**config.mk**
```make
export PLATFORM = sky130hd
export DESIGN_NAME = fifo_reader_writer_lock_arbiter
export DESIGN_NICKNAME = d
export VERILOG_FILES = /design/src/sv/frwl_pkg.sv /design/src/sv/frwl_ram.sv /design/src/sv/frwl_out_stage.sv /design/src/sv/fifo_reader_writer_lock_arbiter.sv
export SDC_FILE = /design/constraint.sdc
export NUM_CORES = 1
export LEC_CHECK = 0
export BUFFER_PORTS_ARGS = -buffer_cell sky130_fd_sc_hd__buf_2
export CORE_MARGIN = 4
export CORE_UTILIZATION = 45
export DETAILED_ROUTE_END_ITERATION = 16
export GPL_TIMING_DRIVEN = 0
export PLACE_DENSITY_LB_ADDON = 0.12
export SYNTH_ARGS = -nofsm -noshare
export SYNTH_HDL_FRONTEND = slang
export SYNTH_SLANG_ARGS = --single-unit
```
**constraint.sdc**
```tcl
create_clock -name clk -period 8.2 [get_ports clk]
set_input_delay 1.23 -clock clk [delete_from_list [all_inputs] [get_ports clk]]
set_output_delay 1.23 -clock clk [all_outputs]
set_load 0.05 [all_outputs]
```
**src/sv/frwl_pkg.sv**
```systemverilog
// Shared types and constants of the reader/writer lock arbiter.
package frwl_pkg;

    localparam int ID_W        = 8;
    localparam int ACT_W       = 2;
    localparam int RES_W       = 2;
    localparam int MAX_RESULTS = 16;
    localparam int RES_CNT_W   = $clog2(MAX_RESULTS + 1);
    localparam int IN_TDATA_W  = 8;
    localparam int OUT_TDATA_W = 24;
    localparam int QWORD_W     = ID_W + 1;

    typedef enum logic [ACT_W-1:0] {
        ACT_RD_REQ = 2'd0,
        ACT_WR_REQ = 2'd1,
        ACT_RD_REL = 2'd2,
        ACT_WR_REL = 2'd3
    } action_t;

    typedef enum logic [RES_W-1:0] {
        EV_GRANT  = 2'd0,
        EV_QUEUED = 2'd1,
        EV_NONE   = 2'd2,
        EV_ERROR  = 2'd3
    } event_t;

    typedef enum logic [1:0] {
        ST_IDLE,
        ST_READ,
        ST_CHECK,
        ST_FINISH
    } state_t;

    typedef struct packed {
        event_t          event_res;
        logic [ID_W-1:0] grant_id;
        logic            grant_is_writer;
        logic [7:0]      active_readers_now;
        logic            writer_active_now;
    } result_t;

    // Request from the sequencer to the result stage.
    typedef struct packed {
        logic    push;
        logic    flush;
        result_t res;
    } ostage_cmd_t;

    typedef struct packed {
        logic out_free;
        logic can_push;
    } ostage_sts_t;

endpackage

```
**src/sv/frwl_ram.sv**
```systemverilog
// Generic single-port-write, single-port-read RAM with registered read data.
module frwl_ram #(
    parameter int WIDTH = 9,
    parameter int DEPTH = 16
) (
    input  logic                     clk,
    input  logic                     we,
    input  logic [$clog2(DEPTH)-1:0] waddr,
    input  logic [WIDTH-1:0]         wdata,
    input  logic                     re,
    input  logic [$clog2(DEPTH)-1:0] raddr,
    output logic [WIDTH-1:0]         rdata
);

    logic [WIDTH-1:0] mem [DEPTH];
    logic [WIDTH-1:0] rdata_reg;

    always_ff @(posedge clk)
    begin
        if (we)
        begin
            mem[waddr] <= wdata;
        end
        if (re)
        begin
            rdata_reg <= mem[raddr];
        end
    end

    assign rdata = rdata_reg;

endmodule

```
**src/sv/frwl_out_stage.sv**
```systemverilog
// Result staging: one pending result plus the output register of the master side.
module frwl_out_stage
    import frwl_pkg::*;
(
    input  logic                   clk,
    input  logic                   rst_n,
    input  ostage_cmd_t            cmd,
    output ostage_sts_t            sts,
    output logic                   m_tvalid,
    input  logic                   m_tready,
    output logic [OUT_TDATA_W-1:0] m_tdata,
    output logic [RES_W-1:0]       m_tuser,
    output logic                   m_tlast
);

    // The pending result is held back until it is known whether more follow.
    logic    pend_valid_reg, pend_valid_next;
    result_t pend_reg, pend_next;
    logic    out_valid_reg, out_valid_next;
    result_t out_reg, out_next;
    logic    last_reg, last_next;
    logic    out_free;

    assign out_free = !out_valid_reg || m_tready;

    always_comb
    begin
        pend_valid_next = pend_valid_reg;
        pend_next       = pend_reg;
        out_next        = out_reg;
        last_next       = last_reg;
        out_valid_next  = out_valid_reg && !m_tready;
        if (cmd.push)
        begin
            if (pend_valid_reg)
            begin
                out_next       = pend_reg;
                last_next      = 1'b0;
                out_valid_next = 1'b1;
            end
            pend_next       = cmd.res;
            pend_valid_next = 1'b1;
        end
        else if (cmd.flush)
        begin
            out_next        = pend_valid_reg ? pend_reg : cmd.res;
            last_next       = 1'b1;
            out_valid_next  = 1'b1;
            pend_valid_next = 1'b0;
        end
    end

    always_ff @(posedge clk or negedge rst_n)
    begin
        if (!rst_n)
        begin
            pend_valid_reg <= 1'b0;
            out_valid_reg  <= 1'b0;
        end
        else
        begin
            pend_valid_reg <= pend_valid_next;
            out_valid_reg  <= out_valid_next;
        end
    end

    always_ff @(posedge clk)
    begin
        pend_reg <= pend_next;
        out_reg  <= out_next;
        last_reg <= last_next;
    end

    assign sts.out_free   = out_free;
    assign sts.can_push   = !pend_valid_reg || out_free;

    assign m_tvalid = out_valid_reg;
    assign m_tuser  = out_reg.event_res;
    assign m_tlast  = last_reg;
    assign m_tdata  = {6'd0, out_reg.writer_active_now, out_reg.active_readers_now,
                       out_reg.grant_is_writer, out_reg.grant_id};

endmodule

```
**src/sv/fifo_reader_writer_lock_arbiter.sv**
```systemverilog
// Top level of the reader/writer lock arbiter with its wait queue in RAM.
//
// Each input word is one lock event (reader or writer request, reader or writer
// release) from a requester, and it produces one or more result words; the last
// of them carries tlast. Any number of readers, up to MAX_READERS, may hold the
// lock together, or one writer alone. A reader is granted at once unless a writer
// holds the lock, so it can pass waiting writers; a writer is granted only when
// the lock is idle. Requests that cannot be granted wait in a first-in first-out
// queue of QUEUE_DEPTH entries, kept with their kind in a RAM with a registered
// read. A valid release serves the head of the queue: either one writer, or the
// run of readers at the head, with one result word per grant and at most 16
// grants per event. A full queue, a reader beyond the limit or a release with no
// matching holder gives a single error word and changes nothing. A release
// reads every queue entry from the RAM port before it can be tested, and a
// stalled master side holds the block back. The queue is only written while
// the block is idle and only read while it serves a release, so a read never
// meets a write to the same entry. A word is taken only while the block is
// idle.
module fifo_reader_writer_lock_arbiter
    import frwl_pkg::*;
#(
    parameter int QUEUE_DEPTH = 16,
    parameter int MAX_READERS = 255
) (
    input  logic                   clk,
    input  logic                   rst_n,
    input  logic                   s_tvalid,
    output logic                   s_tready,
    input  logic [IN_TDATA_W-1:0]  s_tdata,  // [7:0] requester_id
    input  logic [ACT_W-1:0]       s_tuser,  // [1:0] action
    output logic                   m_tvalid,
    input  logic                   m_tready,
    // [7:0] grant_id, [8] grant_is_writer, [16:9] active_readers_now,
    // [17] writer_active_now, [23:18] zero
    output logic [OUT_TDATA_W-1:0] m_tdata,
    output logic [RES_W-1:0]       m_tuser,  // [1:0] event_res
    output logic                   m_tlast
);

    localparam int PTR_W = $clog2(QUEUE_DEPTH);
    localparam int QCNT_W = $clog2(QUEUE_DEPTH + 1);
    localparam int AR_W = $clog2(MAX_READERS + 1);

    // Low eight bits of the reader count, whatever its width.
    function automatic logic [7:0] low8(input logic [AR_W-1:0] v);
        logic [AR_W+7:0] t;
        t = {8'd0, v};
        return t[7:0];
    endfunction

    function automatic logic [PTR_W-1:0] ptr_inc(input logic [PTR_W-1:0] p);
        return (p == PTR_W'(QUEUE_DEPTH - 1)) ? '0 : p + 1'b1;
    endfunction

    state_t            state_reg, state_next;
    logic [PTR_W-1:0]  head_reg, head_next;
    logic [PTR_W-1:0]  tail_reg, tail_next;
    logic [QCNT_W-1:0] count_reg, count_next;
    logic [AR_W-1:0]   readers_reg, readers_next;
    logic              writer_reg, writer_next;
    logic [RES_CNT_W-1:0] nres_reg, nres_next;
    logic [ID_W-1:0]   req_id_reg, req_id_next;
    logic              req_wr_reg, req_wr_next;

    ostage_cmd_t       ocmd;
    ostage_sts_t       osts;

    logic              ram_we;
    logic              ram_re;
    logic [QWORD_W-1:0] ram_wdata;
    logic [QWORD_W-1:0] ram_rdata;

    action_t           act;
    logic [ID_W-1:0]   in_id;
    logic              in_wr;
    logic              accept;
    logic              rel_ok;
    logic              is_release;
    logic              head_wr;
    logic [ID_W-1:0]   head_id;
    logic              grant_wr;
    logic              grant_rd;
    logic              queue_stop;
    logic              lock_idle;
    logic              room_for_reader;

    assign act        = action_t'(s_tuser);
    assign in_id      = s_tdata[ID_W-1:0];
    assign in_wr      = (act == ACT_WR_REQ) || (act == ACT_WR_REL);
    assign accept     = s_tvalid && (state_reg == ST_IDLE);
    assign is_release = (act == ACT_RD_REL) || (act == ACT_WR_REL);
    assign rel_ok     = (act == ACT_RD_REL) ? (readers_reg != '0) : writer_reg;

    assign lock_idle       = !writer_reg && (readers_reg == '0);
    assign room_for_reader = readers_reg < AR_W'(MAX_READERS);

    assign head_wr  = ram_rdata[QWORD_W-1];
    assign head_id  = ram_rdata[ID_W-1:0];
    assign grant_wr = head_wr && lock_idle;
    assign grant_rd = !head_wr && !writer_reg && room_for_reader;
    assign queue_stop = (count_reg == '0) || (nres_reg == RES_CNT_W'(MAX_RESULTS));

    // Next state.
    always_comb
    begin
        state_next = state_reg;
        unique case (state_reg)
            ST_IDLE:
            begin
                if (accept)
                begin
                    state_next = (is_release && rel_ok) ? ST_READ : ST_FINISH;
                end
            end
            ST_READ:
            begin
                state_next = queue_stop ? ST_FINISH : ST_CHECK;
            end
            ST_CHECK:
            begin
                if (grant_wr && osts.can_push)
                begin
                    state_next = ST_FINISH;
                end
                else if (grant_rd && osts.can_push)
                begin
                    state_next = ST_READ;
                end
                else if (!grant_wr && !grant_rd)
                begin
                    state_next = ST_FINISH;
                end
            end
            ST_FINISH:
            begin
                if (osts.out_free)
                begin
                    state_next = ST_IDLE;
                end
            end
            default:
            begin
                state_next = ST_IDLE;
            end
        endcase
    end

    // Datapath, queue access and result requests.
    always_comb
    begin
        head_next    = head_reg;
        tail_next    = tail_reg;
        count_next   = count_reg;
        readers_next = readers_reg;
        writer_next  = writer_reg;
        nres_next    = nres_reg;
        req_id_next  = req_id_reg;
        req_wr_next  = req_wr_reg;
        ram_we       = 1'b0;
        ram_re       = 1'b0;
        ram_wdata    = {in_wr, in_id};
        s_tready     = 1'b0;
        ocmd         = '0;
        ocmd.res.event_res       = EV_ERROR;
        ocmd.res.grant_id        = in_id;
        ocmd.res.grant_is_writer = in_wr;

        unique case (state_reg)
            ST_IDLE:
            begin
                s_tready = 1'b1;
                if (accept)
                begin
                    req_id_next = in_id;
                    req_wr_next = in_wr;
                    nres_next   = '0;
                    ocmd.push   = !(is_release && rel_ok);
                    unique case (act)
                        ACT_RD_REQ:
                        begin
                            if (!writer_reg && room_for_reader)
                            begin
                                readers_next       = readers_reg + 1'b1;
                                ocmd.res.event_res = EV_GRANT;
                            end
                            else if (writer_reg && (count_reg != QCNT_W'(QUEUE_DEPTH)))
                            begin
                                ram_we             = 1'b1;
                                tail_next          = ptr_inc(tail_reg);
                                count_next         = count_reg + 1'b1;
                                ocmd.res.event_res = EV_QUEUED;
                            end
                        end
                        ACT_WR_REQ:
                        begin
                            if (lock_idle)
                            begin
                                writer_next        = 1'b1;
                                ocmd.res.event_res = EV_GRANT;
                            end
                            else if (count_reg != QCNT_W'(QUEUE_DEPTH))
                            begin
                                ram_we             = 1'b1;
                                tail_next          = ptr_inc(tail_reg);
                                count_next         = count_reg + 1'b1;
                                ocmd.res.event_res = EV_QUEUED;
                            end
                        end
                        ACT_RD_REL:
                        begin
                            if (rel_ok)
                            begin
                                readers_next = readers_reg - 1'b1;
                            end
                        end
                        ACT_WR_REL:
                        begin
                            if (rel_ok)
                            begin
                                writer_next = 1'b0;
                            end
                        end
                        default:
                        begin
                        end
                    endcase
                end
            end
            ST_READ:
            begin
                ram_re = !queue_stop;
            end
            ST_CHECK:
            begin
                ocmd.res.event_res       = EV_GRANT;
                ocmd.res.grant_id        = head_id;
                ocmd.res.grant_is_writer = head_wr;
                if ((grant_wr || grant_rd) && osts.can_push)
                begin
                    ocmd.push  = 1'b1;
                    head_next  = ptr_inc(head_reg);
                    count_next = count_reg - 1'b1;
                    nres_next  = nres_reg + 1'b1;
                    if (grant_wr)
                    begin
                        writer_next = 1'b1;
                    end
                    else
                    begin
                        readers_next = readers_reg + 1'b1;
                    end
                end
            end
            ST_FINISH:
            begin
                // With nothing pending the release granted no one.
                ocmd.flush               = osts.out_free;
                ocmd.res.event_res       = EV_NONE;
                ocmd.res.grant_id        = req_id_reg;
                ocmd.res.grant_is_writer = req_wr_reg;
            end
            default:
            begin
            end
        endcase

        ocmd.res.active_readers_now = low8(readers_next);
        ocmd.res.writer_active_now  = writer_next;
    end

    always_ff @(posedge clk or negedge rst_n)
    begin
        if (!rst_n)
        begin
            state_reg   <= ST_IDLE;
            head_reg    <= '0;
            tail_reg    <= '0;
            count_reg   <= '0;
            readers_reg <= '0;
            writer_reg  <= 1'b0;
            nres_reg    <= '0;
        end
        else
        begin
            state_reg   <= state_next;
            head_reg    <= head_next;
            tail_reg    <= tail_next;
            count_reg   <= count_next;
            readers_reg <= readers_next;
            writer_reg  <= writer_next;
            nres_reg    <= nres_next;
        end
    end

    always_ff @(posedge clk)
    begin
        req_id_reg <= req_id_next;
        req_wr_reg <= req_wr_next;
    end

    frwl_ram #(
        .WIDTH (QWORD_W),
        .DEPTH (QUEUE_DEPTH)
    ) u_queue (
        .clk   (clk),
        .we    (ram_we),
        .waddr (tail_reg),
        .wdata (ram_wdata),
        .re    (ram_re),
        .raddr (head_reg),
        .rdata (ram_rdata)
    );

    frwl_out_stage u_out (
        .clk      (clk),
        .rst_n    (rst_n),
        .cmd      (ocmd),
        .sts      (osts),
        .m_tvalid (m_tvalid),
        .m_tready (m_tready),
        .m_tdata  (m_tdata),
        .m_tuser  (m_tuser),
        .m_tlast  (m_tlast)
    );

endmodule

```
### Word-level counts from Yosys, hierarchy flattened

Memory sizes are Yosys's and may differ from the RTL's. A register that Yosys moved wholly into a read port is not among the register bits.
Index checks and enable logic that the tools add are counted.

| operators by class | value |
|---|---|
| mux-type cells | 76 |
| equality and inequality tests | 24 |
| $lt $le $gt $ge | 1 |
| reduce and logical (&&, ||, !) cells | 43 |
| add/sub/neg operators | 7 |

Operators by type and width:

| kind | number |
|---|---|
| $mux 20 | 4 |
| $mux 5 | 8 |
| $mux 8 | 5 |
| $pmux 8 s2 | 2 |
| $pmux 5 s2 | 3 |
| $mux 1 | 28 |
| $mux 4 | 6 |
| $mux 2 | 11 |
| $pmux 9 s2 | 1 |
| $logic_and 1x1->1 | 13 |
| $add 5x1->5 const B | 2 |
| $ne 2x2->1 const B | 5 |
| $logic_not 1->1 | 9 |
| $ne 3x3->1 const B | 3 |
| $add 4x1->4 const B | 2 |
| $add 8x1->8 const B | 1 |
| $eq 2x2->1 const B | 4 |
| $eq 4x4->1 const B | 2 |
| $logic_not 8->1 | 1 |
| $lt 8x8->1 const B | 1 |
| $pmux 1 s2 | 4 |
| $pmux 2 s4 | 1 |
| $pmux 4 s2 | 1 |
| $reduce_and 8->1 | 1 |
| other kinds (18) | 33 |

| storage, ports and cells | value |
|---|---|
| logic and storage cells | 174 |
| RAM bits | 144 |
| bits of input ports | 14 |
| register bits | 81 |
| output and inout port bits | 29 |
| memories kept | 1 |

Memory list:

| name | depth | bits a word | rd ports | clocked after memory_dff | write ports | RTL line | source |
|---|---|---|---|---|---|---|---|
| u_queue.mem | 16 | 9 | 1 | 1 | 1 | frwl_ram.sv:15 | `logic [WIDTH-1:0] mem [DEPTH];` |

### Depth between registers and ports, before layout

Gate-level depths: netlist of run 1.

| logic depth | value |
|---|---|
| depth after elaboration | 10 |
| mapped depth | 11 |
| depth with buffers taken out | 8 |

### Hierarchy

Synthesis of run 1 repeated with hierarchy kept, for this count alone.

| second synthesis, totals | value |
|---|---|
| cell total of the unflattened synthesis | 630 |
| area total of the unflattened synthesis | 10,271.1 sq um |

Modules (own cells, without submodules):

| module | times used | seq. area each (sq um) | area each (sq um) | cells an instance |
|---|---|---|---|---|
| frwl_ram | 1 | 4,594.4 | 5,870.6 | 254 |
| fifo_reader_writer_lock_arbiter | 1 | 996.0 | 2,691.3 | 295 |
| frwl_out_stage | 1 | 1,281.2 | 1,709.1 | 81 |

### Worst setup path before layout of run 1

OpenSTA, ideal clock, no wires.

| timing path | value |
|---|---|
| kind | in2reg |
| from | in s_tuser[0] |
| to | mem u_queue.mem[11][0], enable pin |
| buffers on the path | 2 |
| slack | 4.635 ns |
| stages | 5 |
| arrival | 3.166 ns |
| required time | 7.801 ns |
| library setup time | 0.399 ns |
| cells stage by stage | clkbuf_1 o21ai_0 a221o_2 buf_2 nor4_1 |

| between the ends | value |
|---|---|
| word-level cells in the longest chain between the ends | 6 |
| elaborated cells on any way between the ends | 7 |
| classes of those cells | 1 x eq/ne; 5 x mux; 1 x reduce/logical |

RTL lines:

| what | RTL line | source |
|---|---|---|
| from (decl) | fifo_reader_writer_lock_arbiter.sv:30 | `input logic [ACT_W-1:0] s_tuser,` |
| $eq 2x1->1 / $logic_not 2->1 (equally long branches) | fifo_reader_writer_lock_arbiter.sv:178 | `unique case (act)` |
| $pmux 1 s2 (*) | fifo_reader_writer_lock_arbiter.sv:178 |  |
| $mux 1 (*) | fifo_reader_writer_lock_arbiter.sv:172 | `if (accept)` |
| $mux 1 (*) | fifo_reader_writer_lock_arbiter.sv:168 | `unique case (state_reg)` |
| $mux 1 (*) | frwl_ram.sv:20 | `if (we)` |
| $mux 1 (not written as such) (*) | frwl_ram.sv:22 | `mem[waddr] <= wdata;` |
| to (decl) | frwl_ram.sv:15 |  |

Mark *: on every way between the ends. The rest lies on a longest branch, timed or not.

### Final worst setup path of run 1

| timing path | value |
|---|---|
| from | in s_tuser[0] |
| to | mem u_queue.mem[7][4], enable pin |

Same word-level chain as after synthesis.

==> impl_metrics.json, run 1 <==
{
  "fin_crit_ns": 3.74,
  "regToRegSetupSlack_ns": 4.53,
  "tightestPinTransition_ns": 1.23,
  "clkSinkCount": 234,
  "path_max_fanout": 10,
  "grt_pass1_vias": 6545,
  "clk_pin_slew_ns": 0.06,
  "postCtsHoldBufs": 0,
  "grt_use_total_pct": 19.9,
  "hold_class": "reg -> reg",
  "syn_inst": 739,
  "placed_cell_area_um2": 11400,
  "syn-cell-area_um2": 10700,
  "holdPathStages": 1,
  "worstPathRequired_ns": 8.43,
  "avgRoutedWirePerCell_um": 22.8,
  "rsz0062_at_grt": "false",
  "post-cts-setup-buffers": 0,
  "area_growth_pct": 13.9,
  "critPathTopFamily": "buffers and inverters",
  "dr.pass1.iters": 5,
  "min-delay-start": "nres_reg[4]",
  "cp_slowest_cell": "nor4_2",
  "hold_violations": 0,
  "clk_latency_ns": 0.52,
  "fin_skew_ns": 0.0213,
  "reg2reg_depth": 10,
  "cts_buffers": 25,
  "p_leak_nw": 4.31,
  "largest_reg_flops": 144,
  "finalInstanceArea_um2": 12200,
  "yosysWarnings": 0,
  "path_cells": "buf_2 > clkbuf_1 > o21ai_0 > a221o_2 > buf_2 > nor4_2 > buf_4",
  "p_int_mw": 2.85,
  "peakVddDrop_v": 0.000207,
  "slew_headroom_pct": 17.9,
  "yosysUniqueCellTypes": 75,
  "routabilityCongestion": 0.926,
  "avgSynthCellArea_um2": 14.5,
  "slowest_delay_ns": 0.80,
  "worstPathArrival_ns": 3.96,
  "rr_startpoint": "readers_reg[0]",
  "synth_top_area_cell": "edfxtp_1",
  "synth_ff_type": "edfxtp_1",
  "max_freq_mhz": 268,
  "worstSetupEndpoint": "u_queue.mem[7][4]",
  "synth_seq_cells": 234,
  "setup_viol": 0,
  "power_per_cell_area_nw_per_um2": 365,
  "power_mw": 4.45,
  "initial_utilization_pct": 45.6,
  "wl_um": 26200,
  "critPathLaunch": "s_tuser[0]",
  "htreeDepth": 1,
  "crit_type": "in -> reg",
  "drive_gt1_share_pct": 19.8,
  "multiInputGateArea_um2": 3510,
  "drv_slew": 0,
  "drt_iter0_drc": 707,
  "synth_seq_area_share_pct": 64.2,
  "die_h_um": 162,
  "combPwrFrac_pct": 37.7,
  "synth.most_common_cell": "edfxtp_1",
  "maxCapViolCount": 0,
  "cts_tree": "done",
  "fin_ws_ns": 4.46,
  "grt_max_degree": 32,
  "period_share_pct": 45.6,
  "worstSetupStartpointType": "input port",
  "synth_edf_count": 203,
  "p_seq_share_pct": 36.7,
  "final_antenna_net_count": 0,
  "via_per_inst": 5.81,
  "cts_root_buffer": "clkbuf_16",
  "path_depth": 7,
  "ys_top_cells_by_area": "edfxtp_1, dfrtp_1, mux2i_1",
  "finalSetupTns_ns": 0,
  "synth_common_cells": "edfxtp_1, mux2i_1, nand2_1",
  "power_frac_clock_pct": 25.6,
  "worst-path-buf-inv": 4,
  "drc": 0,
  "cpMostUsedCell": "buf_2",
  "dr_total_vias": 6674,
  "nFillCells": 1949,
  "r2r_end": "u_queue.mem[7][4]",
  "power.switching_mw": 1.60,
  "dieArea_um2": 26300,
  "clk_path_buf_depth": 3,
  "synth_top_area_share_pct": 56.9,
  "nets": 837,
  "grt_pass1_wl_um": 40000,
  "end_kind": "register",
  "die-width_um": 162,
  "placementRows": 56,
  "cts_resized": 0,
  "ff_latch_area_um2": 6870,
  "diodes": 0,
  "antenna_found_initial": 0,
  "pin_count": 43,
  "port_buffers": 35,
  "core_um2": 23500,
  "async_flop_share_pct": 13.2,
  "grt_overflow": 0,
  "dp_hpwl_um": 18000,
  "dp_slack_ns": 3.96,
  "status": "finished, final reports clean",
  "p_sw_share_pct": 36.0
}
## per-layer routing
layer,part of all wire (%),vias to the layer above,global-route usage [%]
met5,0,-,0
met4,1.4,0,3.34
met3,7.3,36,4.11
met2,45,264,30.7
met1,46,3361,29.8
li1,-,3013,-
## cells by family after synthesis
group | Yosys count | share of synthesized area, %
adders and majority gates | 13 | 1.59
DFF | 234 | 64.2
muxes | 94 | 11.8
AOI/OAI and AO/OA | 152 | 10.2
other | 1 | 0.0350
and+or+nand+nor | 159 | 7.98
buffers and inverters | 78 | 3.52
xor gates and xnor gates | 8 | 0.654
## power by group through the flow
| stage | clock (mW) | sequential [mW] | combinational (mW) |
|---|---|---|---|
| after floorplan | 0 | 1.81 | 1.06 |
| after global placement | 0 | 1.65 | 1.64 |
| after detailed placement | 0 | 1.66 | 1.66 |
| after CTS | 1.16 | 1.63 | 1.67 |
| after global routing | 1.21 | 1.65 | 1.82 |
| final | 1.14 | 1.63 | 1.68 |
## worst min path at each step
stage / to / slack (ns)
3_5_place_dp: nres_reg[4] / 0.49
4_1_cts: nres_reg[4] / 0.50
2_1_floorplan: nres_reg[4] / 0.45
5_1_grt: nres_reg[4] / 0.52
6_report: nres_reg[4] / 0.50
3_3_place_gp: nres_reg[4] / 0.47
## area by class of cell
class / count / area share, %
clock inverters: 9 / 1.04
well taps: 319 / 3.27
repair buffers: 39 / 1.68
flip-flops and latches: 234 / 56.3
multi-input cells: 432 / 28.7
plain buffers: 55 / 2.38
inverters: 23 / 0.708
clock buffers: 37 / 5.83
## cell usage in the layout, fill, tap and decap left out, types with 6 or more instances in the layout
master     Yosys  layout
nand2b_1       9       9
buf_4          6      10
mux2_4        16      16
and3_1         9       9
o211ai_1       8       8
nor2_1        29      29
o2111ai_1      8       8
inv_1         20      20
mux2i_1       44      44
o21ai_0       35      35
conb_1         1       6
a22oi_1       11      11
xnor2_1        8       8
dfrtp_1       31      31
nand2_1       37      37
a221oi_1       9       9
ha_1          12      12
and2_1        11      11
mux4_2        18      18
clkbuf_1      27      35
buf_2         11      46
edfxtp_1     203     203
nand3_1        9       9
clkbuf_16      0      25
nor2b_1        8       8
mux2_2        16      16
a21oi_1       28      28
nor3_1        14      14
## stage by stage
stage          hold slack (ns)  std cells  utilization, %
4_1_cts                  0.499       1148            52.0
6_report                 0.495       1148            52.0
3_3_place_gp             0.473       1098            48.2
3_5_place_dp             0.489       1102            48.4
2_1_floorplan            0.445        744               -
5_1_grt                  0.522       1148            52.0
(Power assumes the default switching activity.)
==> run 2, diff against run 1 <==
==> constraint.sdc (replaced) <==
create_clock -name clk -period 3.19 [get_ports clk]
set_input_delay 0.4785 -clock clk [delete_from_list [all_inputs] [get_ports clk]]
set_output_delay 0.4785 -clock clk [all_outputs]
set_load 0.05 [all_outputs]
==> run 2 against run 1 <==
Clock power grew to 2.6 times the previous value. Via count hardly changed. Global-route usage is 0.055 points higher. Register-to-register slack worse by 4.4 ns. Clock-buffer cell count stayed put. Critical path depth is 3 higher. First-iteration DRC count is 17% lower. Total power grew to 2.6 times the previous value. Core utilization is 0.88 points higher. Non-clock buffer count is 9 higher.
==> impl_metrics.json, run 2 (synthesis results as in run 1) <==
{
  "status": "finished, final reports clean",
  "clk_latency_ns": 0.52,
  "hold_class": "in -> async",
  "postCtsHoldBufs": 0,
  "grt_max_degree": 32,
  "wl_um": 26600,
  "path_max_fanout": 10,
  "antenna_found_initial": 0,
  "p_sw_share_pct": 36.2,
  "nets": 849,
  "dp_hpwl_um": 18000,
  "largest_reg_flops": 144,
  "dr_total_vias": 6676,
  "maxCapViolCount": 0,
  "grt_pass1_vias": 6583,
  "hold-worst-slack_ns": 0.0697,
  "grt_pass1_wl_um": 40100,
  "grt_overflow": 0,
  "crit_type": "reg -> reg",
  "final_cell_mix": "edfxtp_1, mux2i_1, buf_2",
  "fin_crit_ns": 3.09,
  "clk_path_buf_depth": 3,
  "pin_count": 43,
  "drv_slew": 0,
  "period_share_pct": 96.8,
  "end_kind": "register",
  "p_leak_nw": 4.39,
  "drc": 0,
  "peakVddDrop_v": 0.000515,
  "combPwrFrac_pct": 38.1,
  "p_seq_share_pct": 36.5,
  "setup_viol": 0,
  "tightestPinTransition_ns": 1.23,
  "worstSetupStartpointType": "register",
  "fin_skew_ns": 0.0196,
  "drt_iter0_drc": 586,
  "slew_headroom_pct": 17.6,
  "worstPathRequired_ns": 3.41,
  "diodes": 0,
  "cts_buffers": 25,
  "initial_utilization_pct": 45.6,
  "area_growth_pct": 15.8,
  "placed_cell_area_um2": 11400,
  "dr.pass1.iters": 5,
  "rsz0062_at_grt": "false",
  "power.switching_mw": 4.17,
  "grt_use_total_pct": 19.9,
  "dieArea_um2": 26300,
  "power_frac_clock_pct": 25.3,
  "clk_pin_slew_ns": 0.06,
  "cts_tree": "done",
  "mostFrequentLayoutCell": "edfxtp_1",
  "finalInstanceArea_um2": 12400,
  "worstPathArrival_ns": 3.30,
  "power_per_cell_area_nw_per_um2": 929,
  "clkSinkCount": 234,
  "port_buffers": 35,
  "htreeDepth": 1,
  "avgRoutedWirePerCell_um": 22.9,
  "max_freq_mhz": 324,
  "die_h_um": 162,
  "routabilityCongestion": 0.926,
  "drive_gt1_share_pct": 23.2,
  "cts_root_buffer": "clkbuf_16",
  "final_antenna_net_count": 0,
  "via_per_inst": 5.76,
  "placementRows": 56,
  "hold_violations": 0,
  "die-width_um": 162,
  "core_um2": 23500,
  "p_int_mw": 7.35
}
==> run 2: worst paths after layout <==
check                                     from           endpoint  slack [ns]  cells past startpoint
worst max-delay path            readers_reg[0]  u_queue.mem[3][1]        0.10                     10
worst min-delay path                     rst_n       count_reg[2]        0.07                      1
worst max register to register  readers_reg[0]  u_queue.mem[3][1]        0.10                     10
worst min register to register     nres_reg[4]        nres_reg[4]        0.50                      1
max in group asynchronous                rst_n     readers_reg[7]        2.56                      1
min in group clk                      m_tready     u_out.m_tvalid        0.38                      3
==> run 2: area by class of cell <==
type / count / area [um^2]
clock buffers: 37 / 711
multi-input cells: 435 / 3630
flip-flops and latches: 234 / 6870
clock inverters: 9 / 126
inverters: 23 / 90.1
well taps: 319 / 399
plain buffers: 55 / 300
fillers: 1939 / 11100
repair buffers: 48 / 273
==> run 2: routing by layer <==
metal / vias to the layer above / global-route usage [%] / part of all wire (%)
met2: 256 / 30.5 / 46
li1: 3044 / - / -
met3: 35 / 4.14 / 7.1
met1: 3341 / 29.9 / 46
met5: - / 0 / 0
met4: 0 / 3.96 / 1.3
==> run 2: timing repair <==
| action | in CTS | in global routing |
|---|---|---|
| pin swaps | 1 | 5 |
| endpoints found under the hold margin | 0 | 0 |
| setup endpoints to repair | 168 | 170 |
| resized for setup | 20 | 19 |
| cloned | 0 | 3 |
| setup buffers | 2 | 7 |
==> run 2: critical path, stage by stage, from the launching register on <==
cell      delay, ns
dfrtp_1        0.34
clkbuf_4       0.20
inv_1          0.09
ha_1           0.25
or3b_1         0.17
clkbuf_4       0.21
o21ai_0        0.18
a221o_2        0.46
clkbuf_4       0.25
nor4_4         0.38
buf_4          0.22
==> run 2: through the flow <==
| stage | utilization (%) | total power [mW] | std cells | setup TNS [ns] | setup WS, ns |
|---|---|---|---|---|---|
| after global placement | 48.2 | 8.46 | 1098 | -60.23 | -1.40 |
| after CTS | 52.3 | 11.5 | 1150 | -0.528 | -0.0228 |
| after detailed placement | 48.4 | 8.53 | 1102 | -30.60 | -0.451 |
| after floorplan | - | 7.38 | 744 | 0 | 0.0106 |
| final | 52.8 | 11.5 | 1160 | 0 | 0.103 |
| after global routing | 52.8 | 12.1 | 1160 | 0 | 0.00147 |
==> run 2: power groups by stage <==
stage	Sequential (mW)	Combinational, mW	Clock [mW]
finish	4.21	4.39	2.92
global route	4.25	4.75	3.11
CTS	4.20	4.33	2.98
detailed placement	4.26	4.27	0
global placement	4.24	4.22	0
floorplan	4.66	2.72	0
==> run 3, diff against run 2 <==
--- a/config.mk
+++ b/config.mk
@@ -10,7 +10,9 @@
 export CORE_UTILIZATION = 45
 export DETAILED_ROUTE_END_ITERATION = 16
 export GPL_TIMING_DRIVEN = 0
+export MAX_ROUTING_LAYER = met4
 export PLACE_DENSITY_LB_ADDON = 0.12
+export SKIP_CTS_REPAIR_TIMING = 1
 export SYNTH_ARGS = -nofsm -noshare
 export SYNTH_HDL_FRONTEND = slang
 export SYNTH_SLANG_ARGS = --single-unit
==> run 3 against run 2 <==
Die area unchanged. Clock-buffer cell count down 6. Wire length fell by 1.0%. Via count shrank 1.0%. Sequential power barely moved. First-iteration DRC count increased by 21%. Clock skew is 0.0043 ns lower. Total power fell by 3.6%. Sequential cell count did not move. Sequential share of layout area increased by 0.97 points. Design area down 1.7%. Critical path type unchanged. Largest cell class unchanged. Largest power group unchanged. Highest routed layer unchanged.
==> impl_metrics.json, run 3 (synthesis results as in run 1) <==
{
  "grt_pass1_vias": 6438,
  "cts_root_buffer": "clkbuf_16",
  "drt_iter0_drc": 708,
  "final_cell_mix": "edfxtp_1, buf_2, mux2i_1",
  "grt_overflow": 0,
  "dp.cells": 1102,
  "clkSinkCount": 234,
  "drive_gt1_share_pct": 22.0,
  "dr.pass1.iters": 5,
  "dp_hpwl_um": 18300,
  "antenna_found_initial": 0,
  "end_kind": "register",
  "drc": 0,
  "largest_reg_flops": 144,
  "period_share_pct": 97.3,
  "grt_max_degree": 32,
  "fin_skew_ns": 0.0154,
  "hold_violations": 0,
  "cts_buffers": 25,
  "drv_slew": 0,
  "initial_utilization_pct": 45.6,
  "diodes": 0,
  "pin_count": 43,
  "port_buffers": 35,
  "core_um2": 23500,
  "power_mw": 11.1,
  "path_max_fanout": 10,
  "rsz0062_at_grt": "false",
  "slew_headroom_pct": 35.1,
  "fin_crit_ns": 3.10,
  "status": "finished, final reports clean",
  "reg2reg_depth": 10,
  "final_antenna_net_count": 0,
  "max_freq_mhz": 322,
  "fin_cells": 1152,
  "mostFrequentLayoutCell": "edfxtp_1",
  "clk_latency_ns": 0.51,
  "hold_class": "in -> async",
  "placementRows": 56,
  "avgRoutedWirePerCell_um": 22.8,
  "rr_startpoint": "state_reg[1]",
  "nets": 843,
  "tightestPinTransition_ns": 0.974,
  "nFillCells": 1984,
  "die-width_um": 162,
  "worstSetupStartpointType": "register",
  "power_per_cell_area_nw_per_um2": 911,
  "cts_tree": "done",
  "dr_total_vias": 6606,
  "routabilityCongestion": 0.914,
  "grt_use_total_pct": 20.5,
  "via_per_inst": 5.73,
  "setup_viol": 0,
  "r2r_end": "u_queue.mem[7][1]",
  "die_h_um": 162,
  "area_growth_pct": 13.8,
  "worstPathArrival_ns": 3.31,
  "p_leak_nw": 4.30,
  "htreeDepth": 1,
  "clk_pin_slew_ns": 0.06,
  "crit_type": "reg -> reg",
  "wl_um": 26300,
  "grt_pass1_wl_um": 39900,
  "worstPathRequired_ns": 3.40,
  "peakVddDrop_v": 0.000495,
  "hold-worst-slack_ns": 0.0523,
  "dieArea_um2": 26300,
  "regToRegSetupSlack_ns": 0.09,
  "clk_path_buf_depth": 3,
  "maxCapViolCount": 0
}
-- run 3: changes by cell type in the layout (fill, tap and decap cells not counted), moves of 3 or more --
cell	previous run	this run
buf_4	19	14
and2_4	7	3
clkbuf_8	4	0
clkinv_1	3	7
clkinv_2	1	5
and3_2	0	3
and3_4	3	0
bufinv_16	3	0
-- run 3: cell type report --
cell class / count / area (um^2) / share of cell area [%]
clock buffers: 31 / 648 / 5.32
clock inverters: 13 / 60.1 / 0.493
well taps: 319 / 399 / 3.27
multi-input cells: 432 / 3570 / 29.3
repair inverters: 1 / 7.51 / 0.0616
repair buffers: 44 / 240 / 1.97
plain buffers: 55 / 298 / 2.44
inverters: 23 / 93.8 / 0.770
flip-flops and latches: 234 / 6870 / 56.4
-- run 3: critical path, cell delays in order, from the launching register on --
cell      delay (ns)
dfrtp_1         0.36
clkbuf_1        0.24
or2_1           0.28
clkbuf_1        0.29
inv_2           0.24
nand3b_1        0.13
a221o_2         0.40
clkbuf_4        0.24
nor4_4          0.26
buf_4           0.18
buf_4           0.17
-- run 3: power by group --
group / leakage [nW] / internal (mW) / total (mW) / switching, mW
logic: 1.73 / 1.58 / 4.37 / 2.79
clock network: 0.350 / 1.43 / 2.53 / 1.10
registers: 2.22 / 3.98 / 4.20 / 0.227
total: 4.30 / 6.99 / 11.1 / 4.12
-- run 3: how the worst max path moves through the flow --
stage              startpoint            endpoint  slack, ns  cells past startpoint
2_1_floorplan  readers_reg[0]  u_queue.mem[11][0]       0.01                      9
3_3_place_gp   readers_reg[0]   u_queue.mem[7][1]      -1.53                      9
3_5_place_dp   readers_reg[0]   u_queue.mem[7][1]      -0.42                     10
4_1_cts        readers_reg[0]   u_queue.mem[7][0]      -0.45                     10
5_1_grt        readers_reg[0]   u_out.m_tdata[16]       0.02                      9
6_report         state_reg[1]   u_queue.mem[7][1]       0.09                     10
-- run 3: per-stage QoR --
stage	setup TNS, ns	area, um^2	setup WS (ns)	utilization (%)
after floorplan	0	10700	0.0106	-
after global placement	-72.07	11300	-1.53	48.2
after detailed placement	-38.30	11400	-0.415	48.4
after CTS	-43.43	12100	-0.447	51.4
after global routing	0	12200	0.0207	51.9
final	0	12200	0.0866	51.9
-- run 3: per-layer routing --
layer | global-route usage, % | share of wire [%] | wire, um
met4 | 4.19 | 1.6 | 409
met3 | 3.76 | 7.1 | 1880
met5 | - | 0 | 0
met2 | 29.8 | 45 | 11800
met1 | 30.5 | 47 | 12300
